### config.mk
export PLATFORM = sky130hd
export DESIGN_NAME = substring_first_match_core
export DESIGN_NICKNAME = d
export VERILOG_FILES = /design/src/rtl/sfm_pkg.sv /design/src/rtl/sfm_cell.sv /design/src/rtl/substring_first_match_core.sv
export VERILOG_INCLUDE_DIRS = /design/src /design/src/rtl
export SDC_FILE = /design/constraint.sdc
export NUM_CORES = 1
export LEC_CHECK = 0
export ABC_AREA = 0
export BUFFER_PORTS_ARGS = -buffer_cell sky130_fd_sc_hd__buf_4
export CAP_MARGIN = 0
export CORE_AREA = 5 5 285 287
export DETAILED_ROUTE_END_ITERATION = 6
export DIE_AREA = 0 0 290 292
export PLACE_DENSITY = 0.7
export SYNTH_ARGS = -nofsm -noshare
export SYNTH_HDL_FRONTEND = slang
export SYNTH_HIERARCHICAL = 1
export SYNTH_SLANG_ARGS = --single-unit
### constraint.sdc
create_clock -name clock -period 11.25 [get_ports clock]
set_clock_uncertainty 0.2 [all_clocks]
set_input_delay 0 -clock clock [delete_from_list [all_inputs] [get_ports clock]]
set_output_delay 0 -clock clock [all_outputs]
set_load 0.02 [all_outputs]
### src/rtl/substring_first_match_core_defines.svh
// ----------------------------------------------------------------------------
// substring first match assertion macros
// shared property wrappers, clocked on clock and disabled in reset
// ----------------------------------------------------------------------------
`ifndef SUBSTRING_FIRST_MATCH_CORE_DEFINES_SVH
`define SUBSTRING_FIRST_MATCH_CORE_DEFINES_SVH

// consequent must hold in the same cycle as the antecedent
`define SFM_ASSERT_NOW(lbl, ante, cons, msg) \
   lbl: assert property (@(posedge clock) disable iff (reset) (ante) |-> (cons)) \
      else $error(msg);

// consequent must hold in the cycle after the antecedent
`define SFM_ASSERT_NEXT(lbl, ante, cons, msg) \
   lbl: assert property (@(posedge clock) disable iff (reset) (ante) |=> (cons)) \
      else $error(msg);

`endif

### src/rtl/sfm_pkg.sv
// ----------------------------------------------------------------------------
// sfm_pkg
// shared types and constants of the substring first match core
// ----------------------------------------------------------------------------
`timescale 1ns / 1ps
`default_nettype none

package sfm_pkg;

   // default pattern capacity
   localparam int SFM_MAX_PATTERN = 64;

   // field widths
   localparam int DATA_W   = 8;
   localparam int MODE_W   = 2;
   localparam int POS_W    = 32;
   localparam int STATUS_W = 2;
   localparam int TEXT_W   = 31;
   localparam int RSP_TDATA_W = ((POS_W + STATUS_W + 7) / 8) * 8;

   // text count at which further text words set the overflow flag
   localparam logic [TEXT_W-1:0] TEXT_LIMIT = {TEXT_W{1'b1}};

   // item kinds carried on tuser
   typedef enum logic [MODE_W-1:0] {
      MODE_PATTERN = 2'd0,
      MODE_TEXT    = 2'd1,
      MODE_FINISH  = 2'd2
   } mode_type;

   // result status codes
   typedef enum logic [STATUS_W-1:0] {
      STATUS_OK        = 2'd0,
      STATUS_PAT_LONG  = 2'd1,
      STATUS_TEXT_LONG = 2'd2
   } status_type;

   // controls broadcast from the top to every cell
   typedef struct packed {
      logic              clear;
      logic              load;
      logic              step;
      logic [DATA_W-1:0] data_byte;
   } cell_ctrl_type;

endpackage

`default_nettype wire

### src/rtl/sfm_cell.sv
// ----------------------------------------------------------------------------
// sfm_cell
// one pattern position: holds its pattern byte and its partial-match bit,
// and hands the match bit on to the next position every text word
// ----------------------------------------------------------------------------
`timescale 1ns / 1ps
`default_nettype none

module sfm_cell #(
   parameter int MAX_PATTERN = sfm_pkg::SFM_MAX_PATTERN,
   parameter int INDEX       = 0
) (
   input  wire                                  clock,
   input  wire                                  reset,
   input  wire sfm_pkg::cell_ctrl_type          ctrl,
   input  wire [$clog2(MAX_PATTERN + 1)-1:0]    pat_len,
   input  wire                                  prev_match,
   output logic                                 match,
   output logic                                 hit
);

   localparam int LEN_W = $clog2(MAX_PATTERN + 1);
   localparam logic [LEN_W-1:0] MY_INDEX = LEN_W'(INDEX);
   localparam logic [LEN_W-1:0] MY_COUNT = LEN_W'(INDEX + 1);

   logic [sfm_pkg::DATA_W-1:0] pat_byte_ff;
   logic                       match_ff;
   logic                       match_in;
   logic                       active;
   logic                       is_last;

   // position lies inside the stored pattern
   assign active  = pat_len > MY_INDEX;
   assign is_last = pat_len == MY_COUNT;

   // new partial-match bit from the neighbor's old bit
   assign match_in = prev_match && active && (pat_byte_ff == ctrl.data_byte);

   // pattern byte, written when this is the next free position
   always_ff @(posedge clock) begin
      if (ctrl.load && (pat_len == MY_INDEX)) begin
         pat_byte_ff <= ctrl.data_byte;
      end
   end

   // partial-match bit
   always_ff @(posedge clock) begin
      if (reset || ctrl.clear) begin
         match_ff <= 1'b0;
      end else if (ctrl.step) begin
         match_ff <= match_in;
      end
   end

   assign match = match_ff;
   assign hit   = is_last && match_in;

endmodule

`default_nettype wire

### src/rtl/substring_first_match_core.sv
// ----------------------------------------------------------------------------
// substring_first_match_core
// first position of a pattern in a byte stream, one cell per pattern byte
// ----------------------------------------------------------------------------
// usage:
//   req channel: tuser carries the item kind (pattern byte, text byte,
//   finish), tdata the byte. pattern words come first, then text words.
//   every text word is compared against all stored pattern bytes at once
//   in the cell row, so one word is taken each cycle.
//   a finish word puts one result word on the rsp channel in the cycle
//   after it is taken and clears the block; the next pattern may follow
//   in the very next cycle.
//   rsp word: position (first match start, 0 for an empty pattern, all ones
//   when not found) and a status code (pattern too long, text too long).
//   throughput: one word per cycle while no finish word waits on a held result.
//   when the receiver stalls, the result stays in the output register;
//   pattern and text words keep flowing, only a further finish word waits.
//   reset (synchronous, active high) empties the pattern and all flags;
//   no clearing pass is needed.
// ----------------------------------------------------------------------------
`timescale 1ns / 1ps
`default_nettype none

`include "substring_first_match_core_defines.svh"

module substring_first_match_core #(
   parameter int MAX_PATTERN = sfm_pkg::SFM_MAX_PATTERN
) (
   input  wire                                clock,
   input  wire                                reset,
   // request stream
   input  wire                                req_tvalid,
   output logic                               req_tready,
   input  wire [sfm_pkg::DATA_W-1:0]          req_tdata,   // [7:0] data_byte
   input  wire [sfm_pkg::MODE_W-1:0]          req_tuser,   // [1:0] mode
   // response stream
   output logic                               rsp_tvalid,
   input  wire                                rsp_tready,
   output logic [sfm_pkg::RSP_TDATA_W-1:0]    rsp_tdata    // [31:0] position,
                                                           // [33:32] status
);

   localparam int LEN_W = $clog2(MAX_PATTERN + 1);
   localparam logic [LEN_W-1:0] LEN_FULL = LEN_W'(MAX_PATTERN);
   localparam int TW = sfm_pkg::TEXT_W;

   logic [LEN_W-1:0] pat_len_ff, pat_len_in;
   logic [TW-1:0]    text_cnt_ff, text_cnt_in;
   logic [TW-1:0]    found_pos_ff, found_pos_in;
   logic             found_ff, found_in;
   logic             pat_ovf_ff, pat_ovf_in;
   logic             text_ovf_ff, text_ovf_in;
   logic             rsp_valid_ff, rsp_valid_in;
   logic [sfm_pkg::POS_W-1:0]    rsp_pos_ff, rsp_pos_in;
   logic [sfm_pkg::STATUS_W-1:0] rsp_status_ff, rsp_status_in;

   sfm_pkg::mode_type      mode;
   sfm_pkg::cell_ctrl_type ctrl;
   logic                   req_accept;
   logic                   rsp_free;
   logic                   text_seen;
   logic                   finish_acc;
   logic                   hit_any;
   logic [MAX_PATTERN-1:0] match_vec;
   logic [MAX_PATTERN-1:0] hit_vec;

   assign mode       = sfm_pkg::mode_type'(req_tuser);
   assign rsp_free   = !rsp_valid_ff || rsp_tready;
   assign req_tready = rsp_free || (mode != sfm_pkg::MODE_FINISH);
   assign req_accept = req_tvalid && req_tready;
   assign text_seen  = (text_cnt_ff != '0) || text_ovf_ff;
   assign hit_any    = |hit_vec;

   // decode the accepted word into cell controls and counter updates
   always_comb begin
      ctrl.clear     = 1'b0;
      ctrl.load      = 1'b0;
      ctrl.step      = 1'b0;
      ctrl.data_byte = req_tdata;
      finish_acc     = 1'b0;
      pat_len_in     = pat_len_ff;
      text_cnt_in    = text_cnt_ff;
      found_in       = found_ff;
      found_pos_in   = found_pos_ff;
      pat_ovf_in     = pat_ovf_ff;
      text_ovf_in    = text_ovf_ff;
      if (req_accept) begin
         case (mode)
            sfm_pkg::MODE_PATTERN: begin
               if (!text_seen) begin
                  if (pat_len_ff == LEN_FULL) begin
                     pat_ovf_in = 1'b1;
                  end else begin
                     ctrl.load  = 1'b1;
                     pat_len_in = pat_len_ff + LEN_W'(1);
                  end
               end
            end
            sfm_pkg::MODE_TEXT: begin
               if (text_cnt_ff == sfm_pkg::TEXT_LIMIT) begin
                  text_ovf_in = 1'b1;
               end else begin
                  ctrl.step   = 1'b1;
                  text_cnt_in = text_cnt_ff + TW'(1);
                  if (hit_any && !found_ff) begin
                     found_in     = 1'b1;
                     found_pos_in = text_cnt_ff - TW'(pat_len_ff) + TW'(1);
                  end
               end
            end
            sfm_pkg::MODE_FINISH: begin
               finish_acc   = 1'b1;
               ctrl.clear   = 1'b1;
               pat_len_in   = '0;
               text_cnt_in  = '0;
               found_in     = 1'b0;
               found_pos_in = '0;
               pat_ovf_in   = 1'b0;
               text_ovf_in  = 1'b0;
            end
            default: begin
            end
         endcase
      end
   end

   // row of pattern cells, each match bit feeds the next cell
   for (genvar i = 0; i < MAX_PATTERN; i++) begin : g_cell
      logic prev;
      if (i == 0) begin : g_head
         assign prev = 1'b1;
      end else begin : g_link
         assign prev = match_vec[i-1];
      end
      sfm_cell #(
         .MAX_PATTERN (MAX_PATTERN),
         .INDEX       (i)
      ) u_cell (
         .clock      (clock),
         .reset      (reset),
         .ctrl       (ctrl),
         .pat_len    (pat_len_ff),
         .prev_match (prev),
         .match      (match_vec[i]),
         .hit        (hit_vec[i])
      );
   end

   // result word built from the state before the clear
   always_comb begin
      if (pat_len_ff == '0) begin
         rsp_pos_in = '0;
      end else if (found_ff) begin
         rsp_pos_in = {1'b0, found_pos_ff};
      end else begin
         rsp_pos_in = '1;
      end
      if (pat_ovf_ff) begin
         rsp_status_in = sfm_pkg::STATUS_PAT_LONG;
      end else if (text_ovf_ff) begin
         rsp_status_in = sfm_pkg::STATUS_TEXT_LONG;
      end else begin
         rsp_status_in = sfm_pkg::STATUS_OK;
      end
   end

   assign rsp_valid_in = finish_acc || (rsp_valid_ff && !rsp_tready);

   // control state
   always_ff @(posedge clock) begin
      if (reset) begin
         pat_len_ff   <= '0;
         text_cnt_ff  <= '0;
         found_ff     <= 1'b0;
         found_pos_ff <= '0;
         pat_ovf_ff   <= 1'b0;
         text_ovf_ff  <= 1'b0;
         rsp_valid_ff <= 1'b0;
      end else begin
         pat_len_ff   <= pat_len_in;
         text_cnt_ff  <= text_cnt_in;
         found_ff     <= found_in;
         found_pos_ff <= found_pos_in;
         pat_ovf_ff   <= pat_ovf_in;
         text_ovf_ff  <= text_ovf_in;
         rsp_valid_ff <= rsp_valid_in;
      end
   end

   // output payload
   always_ff @(posedge clock) begin
      if (finish_acc) begin
         rsp_pos_ff    <= rsp_pos_in;
         rsp_status_ff <= rsp_status_in;
      end
   end

   assign rsp_tvalid = rsp_valid_ff;
   assign rsp_tdata  = {{(sfm_pkg::RSP_TDATA_W - sfm_pkg::POS_W - sfm_pkg::STATUS_W){1'b0}},
                        rsp_status_ff, rsp_pos_ff};

   // checks
   `SFM_ASSERT_NEXT(a_finish_gives_word, finish_acc, rsp_valid_ff, "finish lost its result")
   `SFM_ASSERT_NEXT(a_finish_clears, finish_acc, (pat_len_ff == '0) && !found_ff && !pat_ovf_ff, "finish did not clear")
   `SFM_ASSERT_NOW(a_found_needs_pattern, found_ff, pat_len_ff != '0, "match latched without a pattern")
   `SFM_ASSERT_NOW(a_pat_ovf_full, pat_ovf_ff, pat_len_ff == LEN_FULL, "pattern overflow below capacity")
   `SFM_ASSERT_NOW(a_single_hit, ctrl.step, $countones(hit_vec) <= 1, "more than one last cell hit")

endmodule

`default_nettype wire

== Yosys cells after proc, flatten, opt, wreduce, memory -nomap -nowiden ==
Index checks and enable logic that the tools add are counted.

* Output and inout bits: 42
* Bits in registers: 682
* Word-level logic and storage cells: 645
* Bits of input ports: 14

* Reductions and logical operators: 277
* Magnitude comparators: 64
* Add/sub/neg operators: 4
* Equality and inequality tests: 138
* Mux-type cells: 26

{| class="wikitable"
|+ Operators with widths
! operator !! number
|-
| $eq A8 B8 Y1 || 64
|-
| $logic_and A1 B1 Y1 || 258
|-
| $eq A7 B6 Y1 const B || 32
|-
| $gt A7 B6 Y1 const B || 32
|-
| $pmux W31 S2 || 2
|-
| $eq A7 B5 Y1 const B || 16
|-
| $gt A7 B5 Y1 const B || 16
|-
| $mux W31 || 3
|-
| $reduce_or A64 Y1 || 1
|-
| $add A31 B1 Y31 const B || 2
|-
| $eq A7 B4 Y1 const B || 8
|-
| $gt A7 B4 Y1 const B || 8
|-
| $mux W32 || 1
|-
| $eq A31 B31 Y1 const B || 1
|-
| $reduce_bool A31 Y1 || 1
|-
| $sub A31 B7 Y31 || 1
|-
| $eq A7 B3 Y1 const B || 4
|-
| $gt A7 B3 Y1 const B || 4
|-
| $eq A7 B2 Y1 const B || 2
|-
| $gt A7 B1 Y1 const B || 2
|-
| $gt A7 B2 Y1 const B || 2
|-
| $mux W7 || 2
|-
| $pmux W7 S2 || 1
|-
| $mux W1 || 12
|-
| 17 further kinds || 34
|}

== Logic depth before layout (Yosys ltp) ==
Gate-level depths: netlist of run 1.

* Word-level depth: 9
* Gate-level depth with buffers: 14

== Least setup slack after synthesis of run 1 ==
OpenSTA, ideal clock, no wires.

* Path kind: reg-to-reg
* From: register pat_len_ff[0]
* To: register g_cell[24].u_cell/pat_byte_ff[0] (netlist name) (enable)
* Stages on the path, launching flop included: 7
* Period minus slack after synthesis: 7,996 ps
* Required time: 10,654 ps
* Path slack: 3,254 ps
* Arrival time: 7,400 ps
* Cells stage by stage: dfxtp_1 inv_1 ha_1 nand3_1 nand4_1 nor3b_1 nor4bb_1

{| class="wikitable"
|+ RTL lines
! element !! line !! source
|-
| start, declared || substring_first_match_core.sv:47 || <nowiki>logic [LEN_W-1:0] pat_len_ff, pat_len_in;</nowiki>
|-
| start signal, assigned || substring_first_match_core.sv:180 || <nowiki>pat_len_ff <= pat_len_in;</nowiki>
|-
| end signal, assigned || sfm_cell.sv:42 || <nowiki>pat_byte_ff <= ctrl.data_byte;</nowiki>
|-
| end, declared || sfm_cell.sv:26 || <nowiki>logic [sfm_pkg::DATA_W-1:0] pat_byte_ff;</nowiki>
|}

== Worst setup path in the final report of run 1 ==
* From: register pat_len_ff[5]
* To: register found_pos_ff[28]

* Longest elaborated chain between the ends: 8
* Elaborated cells between the ends (all ways): 328
* Those cells by class: add/sub: 2; order compare: 64; eq/ne: 65; mux: 3; reduce/logical: 194

{| class="wikitable"
|+ Ends and longest elaborated chain
! element !! line !! source
|-
| $gt A7 B6 Y1 || sfm_cell.sv:33 || <nowiki>assign active = pat_len > MY_INDEX;</nowiki>
|-
| $logic_and A1 B1 Y1 (2 in a row) || sfm_cell.sv:37 || <nowiki>assign match_in = prev_match && active && (pat_byte_ff == ctrl.data_byte);</nowiki>
|-
| $logic_and A1 B1 Y1 (*) || sfm_cell.sv:56 || <nowiki>assign hit = is_last && match_in;</nowiki>
|-
| via hit_vec[43] || substring_first_match_core.sv:65 || <nowiki>logic [MAX_PATTERN-1:0] hit_vec;</nowiki>
|-
| $reduce_or A64 Y1 (*) || substring_first_match_core.sv:72 || <nowiki>assign hit_any = |hit_vec;</nowiki>
|-
| $logic_and A1 B1 Y1 (*) || substring_first_match_core.sv:105 || <nowiki>if (hit_any && !found_ff) begin</nowiki>
|-
| $ne A2 B2 Y1 (no line) (*) || n/a ||
|-
| $reduce_and A4 Y1 (no line) (*) || n/a ||
|-
| end signal, assigned || substring_first_match_core.sv:183 || <nowiki>found_pos_ff <= found_pos_in;</nowiki>
|-
| end, declared || substring_first_match_core.sv:49 || <nowiki>logic [TW-1:0] found_pos_ff, found_pos_in;</nowiki>
|}

Mark *: on every way through the listed nets, which the timed path passes. The rest lies on a longest branch. The select of a mux whose other input is x is not followed.
A chain may end at the register's enable or synchronous reset.

==> results by group, run 1 <==
STA
  – Max Freq: between 0.15 and 0.2 GHz
  – Tmin final: just under 6 ns
  – Slew @ Worst Pin: roughly 1.3 ns
  – Unrepaired setup endpoints after global routing: false
  – # setup viols final: 0
  – Normalized max-slew margin: 0.158
  – Setup TNS: 0 ns
  – Final number of max-transition violations: 0
  – Period utilization: 0.519
  – Final hold violations: 0

Worst setup path
  – Most numerous cell on the critical path: buf_4
  – Slowest cell on crit path: or4_1
  – Crit-path cells: buf_4 > buf_4 > nand4bb_1 > o311ai_1 > nor4_2 > nor4_1 > nand4_1 > or4_1 > nand3_4 > nand2_1 > nor2_1 > a22oi_1 > nand3_1
  – Crit Path Category: register to register
  – Max incr delay on CP: between 0.7 and 0.8 ns
  – CP arrival: roughly 6.2 ns
  – Crit Path Max Fanout: 46
  – Reg2reg start: pat_len_ff[5]$_SDFFE_PP0P_
  – Worst Path Required: 11.59 ns
  – Critical path endpoint category: register
  – Crit path from: pat_len_ff[5]$_SDFFE_PP0P_
  – Family with the most delay on the worst path: simple AND/OR/NAND/NOR gates
  – Worst path bufs/invs: 2
  – Startpoint types: register

Die
  – Placeable Area: 78,400 µm²
  – IO Pins: 56
  – Die height: ~290 µm
  – Die width: 290 µm
  – Rows: approximately 100
  – Starting density of the core: 0.446
  – Die area: about 85,000 µm²

GRT
  – Total gr overflow: 0
  – Largest net degree at the start of global routing: 97
  – First-pass GRT wire length: 131,000 µm
  – Initial antenna violation count: 0
  – Total GRT Usage: 0.188
  – Vias in the first global route: between 20,000 and 25,000

Routing
  – DR WL/cell: a little under 20 µm
  – DRC violations left: 0
  – Vias: around 24,000
  – Drt pass-1 iters: 5
  – Via density: 5.64
  – Initial DRC count: between 1,500 and 2,000
  – Total wire length: between 80,000 and 90,000 µm
  – Post-DRT Antenna Nets: 0

Synth
  – Mapped Area: 34,900 µm²
  – Post-Synthesis Cells: slightly below 3,000
  – Ys Warns: 6
  – Synth Area per Inst: approximately 12 µm²

CTS
  – Reg clk slew, reported paths: 0.06 ns
  – Clock latency at the later pin of the worst-skew pair: approximately 0.61 ns
  – Clock tree buffer depth: 3
  – CTS sink cnt: just under 700
  – Root Buffer: clkbuf_16
  – Num CTS Buffers: slightly above 70
  – Post-CTS Setup Bufs: 0
  – H-tree depth: 3
  – Post-CTS Resized: 0
  – CTS tree: built

Place
  – Hpwl dp: approximately 48,000 µm
  – IO Port Bufs: 49
  – Routability cong.: 0.850
  – Placed Instance Area: between 30,000 and 40,000 µm²

Flow run
  – Maxcap violations: 0

Power
  – Leak: 12.9 nW
  – Pwr dens: around 140 nW/µm²
  – VDD IR-drop max: 0.000109 V

Worst hold path
  – Hold Startpoint: req_tdata[5]
  – HP Class: primary input to register

Layout
  – Area delta synth->final: 13.1%
  – Finished Cell Area: 39,500 µm²
  – Final net count: around 3,200
  – Number of antenna diodes: 0
  – Share of layout cells above drive strength 1: 0.118

Outcome
  – Outcome: complete, no violations
[cells in the final DEF, fill, tap and decap left out, types with 27 or more instances in the layout]
cell	n
nand4_1	111
edfxtp_1	546
and3_1	31
nor3_1	89
nand2b_1	44
dfxtp_1	129
o21ai_0	52
nand3_1	99
nor2_1	177
a21oi_1	95
xnor2_1	241
xor2_1	293
ha_1	73
nor4_2	34
buf_4	84
nand3b_1	28
clkbuf_16	76
nor3b_1	27
inv_1	129
nand2_1	143
nor4_1	80
nor2b_1	33
[what timing repair did]
action | in CTS | in global routing
hold buffers | 17 | 0
hold endpoints to repair | 293 | 0
endpoints found under the setup margin | 0 | 0
[registers in the layout (all words and copies together) (netlist names)]
name                       cells
text_cnt_ff                   31
pat_ovf_ff                     1
g_cell.u_cell/match           63
found_ff                       1
pat_len_ff                     7
found_pos_ff                  31
rsp_tvalid                     1
rsp_pos_ff                    32
g_cell.u_cell/pat_byte_ff    512
rsp_status_ff                  2
text_ovf_ff                    1
[worst reg2reg max path, cell delays in order (launching register included)]
cell	delay (ns)
dfxtp_4	0.70
buf_4	0.60
buf_4	0.57
nand4bb_1	0.25
o311ai_1	0.46
nor4_2	0.09
nor4_1	0.56
nand4_1	0.14
or4_1	0.75
nand3_4	0.26
nand2_1	0.29
nor2_1	0.64
a22oi_1	0.19
nand3_1	0.10
[path summary, 6_finish.rpt]
kind,end,slack (ns),cells after the start
worst max-delay path,found_pos_ff[28]$_SDFFE_PP0P_,5.41,13
worst min register to register,found_pos_ff[25]$_SDFFE_PP0P_,0.25,2
worst min-delay path,g_cell[56].u_cell/pat_byte_ff[5]$_DFFE_PP_,0.21,2
worst max register to register,found_pos_ff[28]$_SDFFE_PP0P_,5.41,13
[per-stage QoR]
step / total power [W] / utilization / setup slack (ns) / instances / hold WS (ns)
after global placement: 0.00309 / 0.471 / 5.72 / 4025 / 0.179
after floorplan: 0.00295 / - / 3.25 / 2915 / -0.135
after CTS: 0.00555 / 0.504 / 5.65 / 4173 / 0.163
final: 0.00550 / 0.504 / 5.41 / 4173 / 0.208
after detailed placement: 0.00309 / 0.471 / 5.62 / 4025 / 0.175
after global routing: 0.00569 / 0.504 / 5.15 / 4173 / 0.199
[report_power, final]
group / total [W] / internal [W] / switching (W) / leakage (nW)
Combinational: 0.000306 / 0.0000951 / 0.000211 / 5.64
Sequential: 0.00274 / 0.00273 / 0.00000845 / 6.02
Clock: 0.00246 / 0.00148 / 0.000978 / 1.19
Total: 0.00550 / 0.00430 / 0.00120 / 12.9
[routing by layer]
metal,vias to the layer above,share of wire,global-route usage
li1,11161,-,-
met1,11548,0.45,0.262
met2,713,0.46,0.308
met3,123,0.061,0.0352
met4,0,0.021,0.0464
met5,-,0,0
[layout make-up]
class	count	area, µm²
flip-flops and latches	682	19100
clock buffers	98	2020
repair buffers	111	931
clock inverters	33	430
fillers	6823	38800
multi-input cells	2068	15200
well taps	1050	1310
inverters	131	494
Note: power is estimated with default switching activity, not from simulation.
==> inputs of run 2 (changes only) <==
--- a/config.mk
+++ b/config.mk
@@ -6,13 +6,13 @@
 export SDC_FILE = /design/constraint.sdc
 export NUM_CORES = 1
 export LEC_CHECK = 0
-export ABC_AREA = 0
+export ABC_AREA = 1
 export BUFFER_PORTS_ARGS = -buffer_cell sky130_fd_sc_hd__buf_4
 export CAP_MARGIN = 0
-export CORE_AREA = 5 5 285 287
+export CORE_AREA = 5 5 314 316
 export DETAILED_ROUTE_END_ITERATION = 6
-export DIE_AREA = 0 0 290 292
-export PLACE_DENSITY = 0.7
+export DIE_AREA = 0 0 319 321
+export PLACE_DENSITY = 0.72
 export SYNTH_ARGS = -nofsm -noshare
 export SYNTH_HDL_FRONTEND = slang
 export SYNTH_HIERARCHICAL = 1
==> constraint.sdc (replaced) <==
create_clock -name clock -period 5.31 [get_ports clock]
set_clock_uncertainty 0.2 [all_clocks]
set_input_delay 0 -clock clock [delete_from_list [all_inputs] [get_ports clock]]
set_output_delay 0 -clock clock [all_outputs]
set_load 0.02 [all_outputs]
==> run 2 against run 1 <==
  * Routed wire length grew 32%
  * Cell area grew 22%
  * Synthesized cell count grew 110%
  * First-iteration DRC count rose by 55%
  * Die area is 21% higher
  * Non-clock buffer count grew 39
  * Critical path type unchanged
  * Maximum frequency rose by 47%
  * Sequential share of layout area shrank 8.7 points
  * The run now ends with design-rule violations left
  * Global-route usage up 1.7 points
  * Critical endpoint is now found_pos_ff[20]$_SDFFE_PP0P_
==> results by group, run 2 <==
CTS
  – Clock latency at the later pin of the worst-skew pair: 0.64 ns
  – Root Buffer: clkbuf_16
  – Clock tree buffer depth: 3
  – Reg clk slew, reported paths: approximately 0.060 ns
  – Num CTS Buffers: between 70 and 80
  – H-tree depth: 3
  – CTS tree: built
  – Post-CTS Setup Bufs: 0
  – Post-CTS Resized: 0
  – CTS sink cnt: roughly 700

Worst setup path
  – Worst path bufs/invs: 3
  – Worst Setup EP: found_pos_ff[20]$_SDFFE_PP0P_
  – Levels on crit path: 19
  – Worst Path Required: 5.67 ns
  – Critical R2R Capture: found_pos_ff[20]$_SDFFE_PP0P_
  – Crit Path Max Fanout: 62
  – Crit path from: pat_len_ff[5]$_SDFFE_PP0P_
  – CP arrival: roughly 4.3 ns
  – R2R cell count: 19
  – Family with the most delay on the worst path: simple AND/OR/NAND/NOR gates
  – Startpoint types: register
  – Reg2reg start: pat_len_ff[5]$_SDFFE_PP0P_
  – R2R Setup Slk: 1.34 ns
  – Slowest cell on crit path: dfxtp_4
  – Most numerous cell on the critical path: nor2_1
  – Max incr delay on CP: 0.85 ns
  – Crit Path Category: register to register
  – Crit-path cells: buf_4 > buf_4 > nor2_1 > nand2_1 > nor2_1 > nor2_1 > nand3_1 > nor2_1 > nor2_1 > nand2_1 > nor2_1 > nand2_1 > nor2_1 > nand2_1 > nand2_1 > nor3_4 > buf_4 > nand3_1 > a21oi_1
  – Critical path endpoint category: register

Routing
  – Initial DRC count: between 2,000 and 3,000
  – Via density: ~4.8
  – DRC violations left: 3
  – DR WL/cell: 14.0 µm
  – Total wire length: roughly 110,000 µm
  – Drt pass-1 iters: 7
  – Vias: approximately 37,000
  – Post-DRT Antenna Nets: 0

Die
  – IO Pins: 56
  – Die width: approximately 320 µm
  – Die area: roughly 100,000 µm²
  – Starting density of the core: 0.445
  – Rows: 114
  – Placeable Area: between 90,000 and 100,000 µm²
  – Die height: ~320 µm

Layout
  – Final net count: around 6,400
  – Commonest non-fill, non-tap cell in the layout: nand2_1
  – Share of layout cells above drive strength 1: 0.0813
  – Most frequent cells in the layout: 2,032 x nand2_1, 1,325 x inv_1, 867 x nor2_1
  – Number of antenna diodes: 0
  – Finished Cell Area: approximately 48,000 µm²
  – Max FFs per register: between 500 and 600
  – Area delta synth->final: 13.1%
  – Fillcell total: around 9,000
  – Most flop-heavy register: g_cell.u_cell/pat_byte_ff

STA
  – Tmin final: slightly below 4 ns
  – Final number of max-transition violations: 0
  – Normalized max-slew margin: 0.272
  – Setup TNS: 0 ns
  – Final hold violations: 0
  – Max Freq: around 0.25 GHz
  – Unrepaired setup endpoints after global routing: false
  – Period utilization: 0.747
  – Slew @ Worst Pin: 1.09 ns
  – # setup viols final: 0

Power
  – Final total power: about 0.012 W
  – Sw frac: 0.239
  – VDD IR-drop max: 0.000211 V
  – Leak: around 23 nW
  – Pwr dens: about 260 nW/µm²
  – Clock share of power: 0.449
  – Gate power share: 0.078
  – Reg power frac: 0.473
  – Switching pwr: 0.00295 W
  – Int Pwr: around 0.0094 W

Outcome
  – Failing checks: design-rule violations
  – Outcome: finished with violations

GRT
  – Initial antenna violation count: 0
  – Total gr overflow: 0
  – Largest net degree at the start of global routing: 97
  – Vias in the first global route: between 30,000 and 40,000
  – First-pass GRT wire length: 175,000 µm
  – Total GRT Usage: 0.205

Synth
  – Post-Synthesis Cells: approximately 6,000
  – Mapped Area: around 43,000 µm²
  – Synth Area per Inst: between 6 and 7 µm²
  – Ys Warns: 6

Worst hold path
  – Hold Startpoint: req_tdata[5]
  – HP Class: primary input to register

Place
  – Routability cong.: about 0.95
  – Placed Instance Area: 45,300 µm²
  – Hpwl dp: ~70,000 µm
  – IO Port Bufs: approximately 50

Flow run
  – Maxcap violations: 0
==> run 2: repair_timing <==
action / 4_1_cts / 5_1_grt
endpoints found under the setup margin: 0 / 0
hold buffers: 21 / 0
endpoints found under the hold margin: 573 / 0
==> run 2: how the worst min path moves through the flow <==
stage,to,slack (ns),cells after the start
finish,g_cell[0].u_cell/pat_byte_ff[5]$_DFFE_PP_,0.20,2
global route,g_cell[0].u_cell/pat_byte_ff[5]$_DFFE_PP_,0.21,2
CTS,g_cell[3].u_cell/pat_byte_ff[5]$_DFFE_PP_,0.17,2
detailed placement,rsp_tvalid$_SDFF_PP0_,0.11,4
global placement,rsp_tvalid$_SDFF_PP0_,0.11,4
floorplan,g_cell[0].u_cell/pat_byte_ff[0]$_DFFE_PP_,-0.10,0
==> run 2: stage by stage <==
stage          utilization  instances  setup WS [ns]  hold slack [ns]
2_1_floorplan            -       6117          0.290           -0.101
3_3_place_gp         0.474       7491           1.51            0.113
3_5_place_dp         0.474       7491           1.44            0.112
4_1_cts              0.503       7658           1.42            0.169
5_1_grt              0.503       7658           1.07            0.207
6_report             0.503       7658           1.34            0.196
==> run 2: area by class of cell <==
| class | count | area, µm² | share of cell area |
|---|---|---|---|
| Sequential cell | 682 | 19100 | 0.397 |
| Multi-Input combinational cell | 4019 | 18200 | 0.377 |
| Inverter | 1385 | 5200 | 0.108 |
| Clock buffer | 114 | 2240 | 0.0465 |
| Tap cell | 1276 | 1600 | 0.0331 |
| Timing Repair Buffer | 150 | 1460 | 0.0303 |
| Clock inverter | 32 | 379 | 0.00787 |
==> run 2: routing by layer <==
| metal | routed length [µm] | share of wire | up-vias | GRT usage |
|---|---|---|---|---|
| li1 | - | - | 19035 | - |
| met1 | 47400 | 0.44 | 16808 | 0.265 |
| met2 | 50400 | 0.47 | 991 | 0.356 |
| met3 | 6510 | 0.061 | 212 | 0.0274 |
| met4 | 3100 | 0.029 | 0 | 0.0703 |
| met5 | 0 | 0 | - | 0 |
==> run 2: power by group through the flow <==
stage          sequential [W]  combinational [W]  clock, W
3_5_place_dp          0.00596           0.000950         0
5_1_grt               0.00585            0.00108   0.00589
2_1_floorplan         0.00598           0.000508         0
3_3_place_gp          0.00596           0.000925         0
6_report              0.00585           0.000964   0.00556
4_1_cts               0.00585           0.000966   0.00565
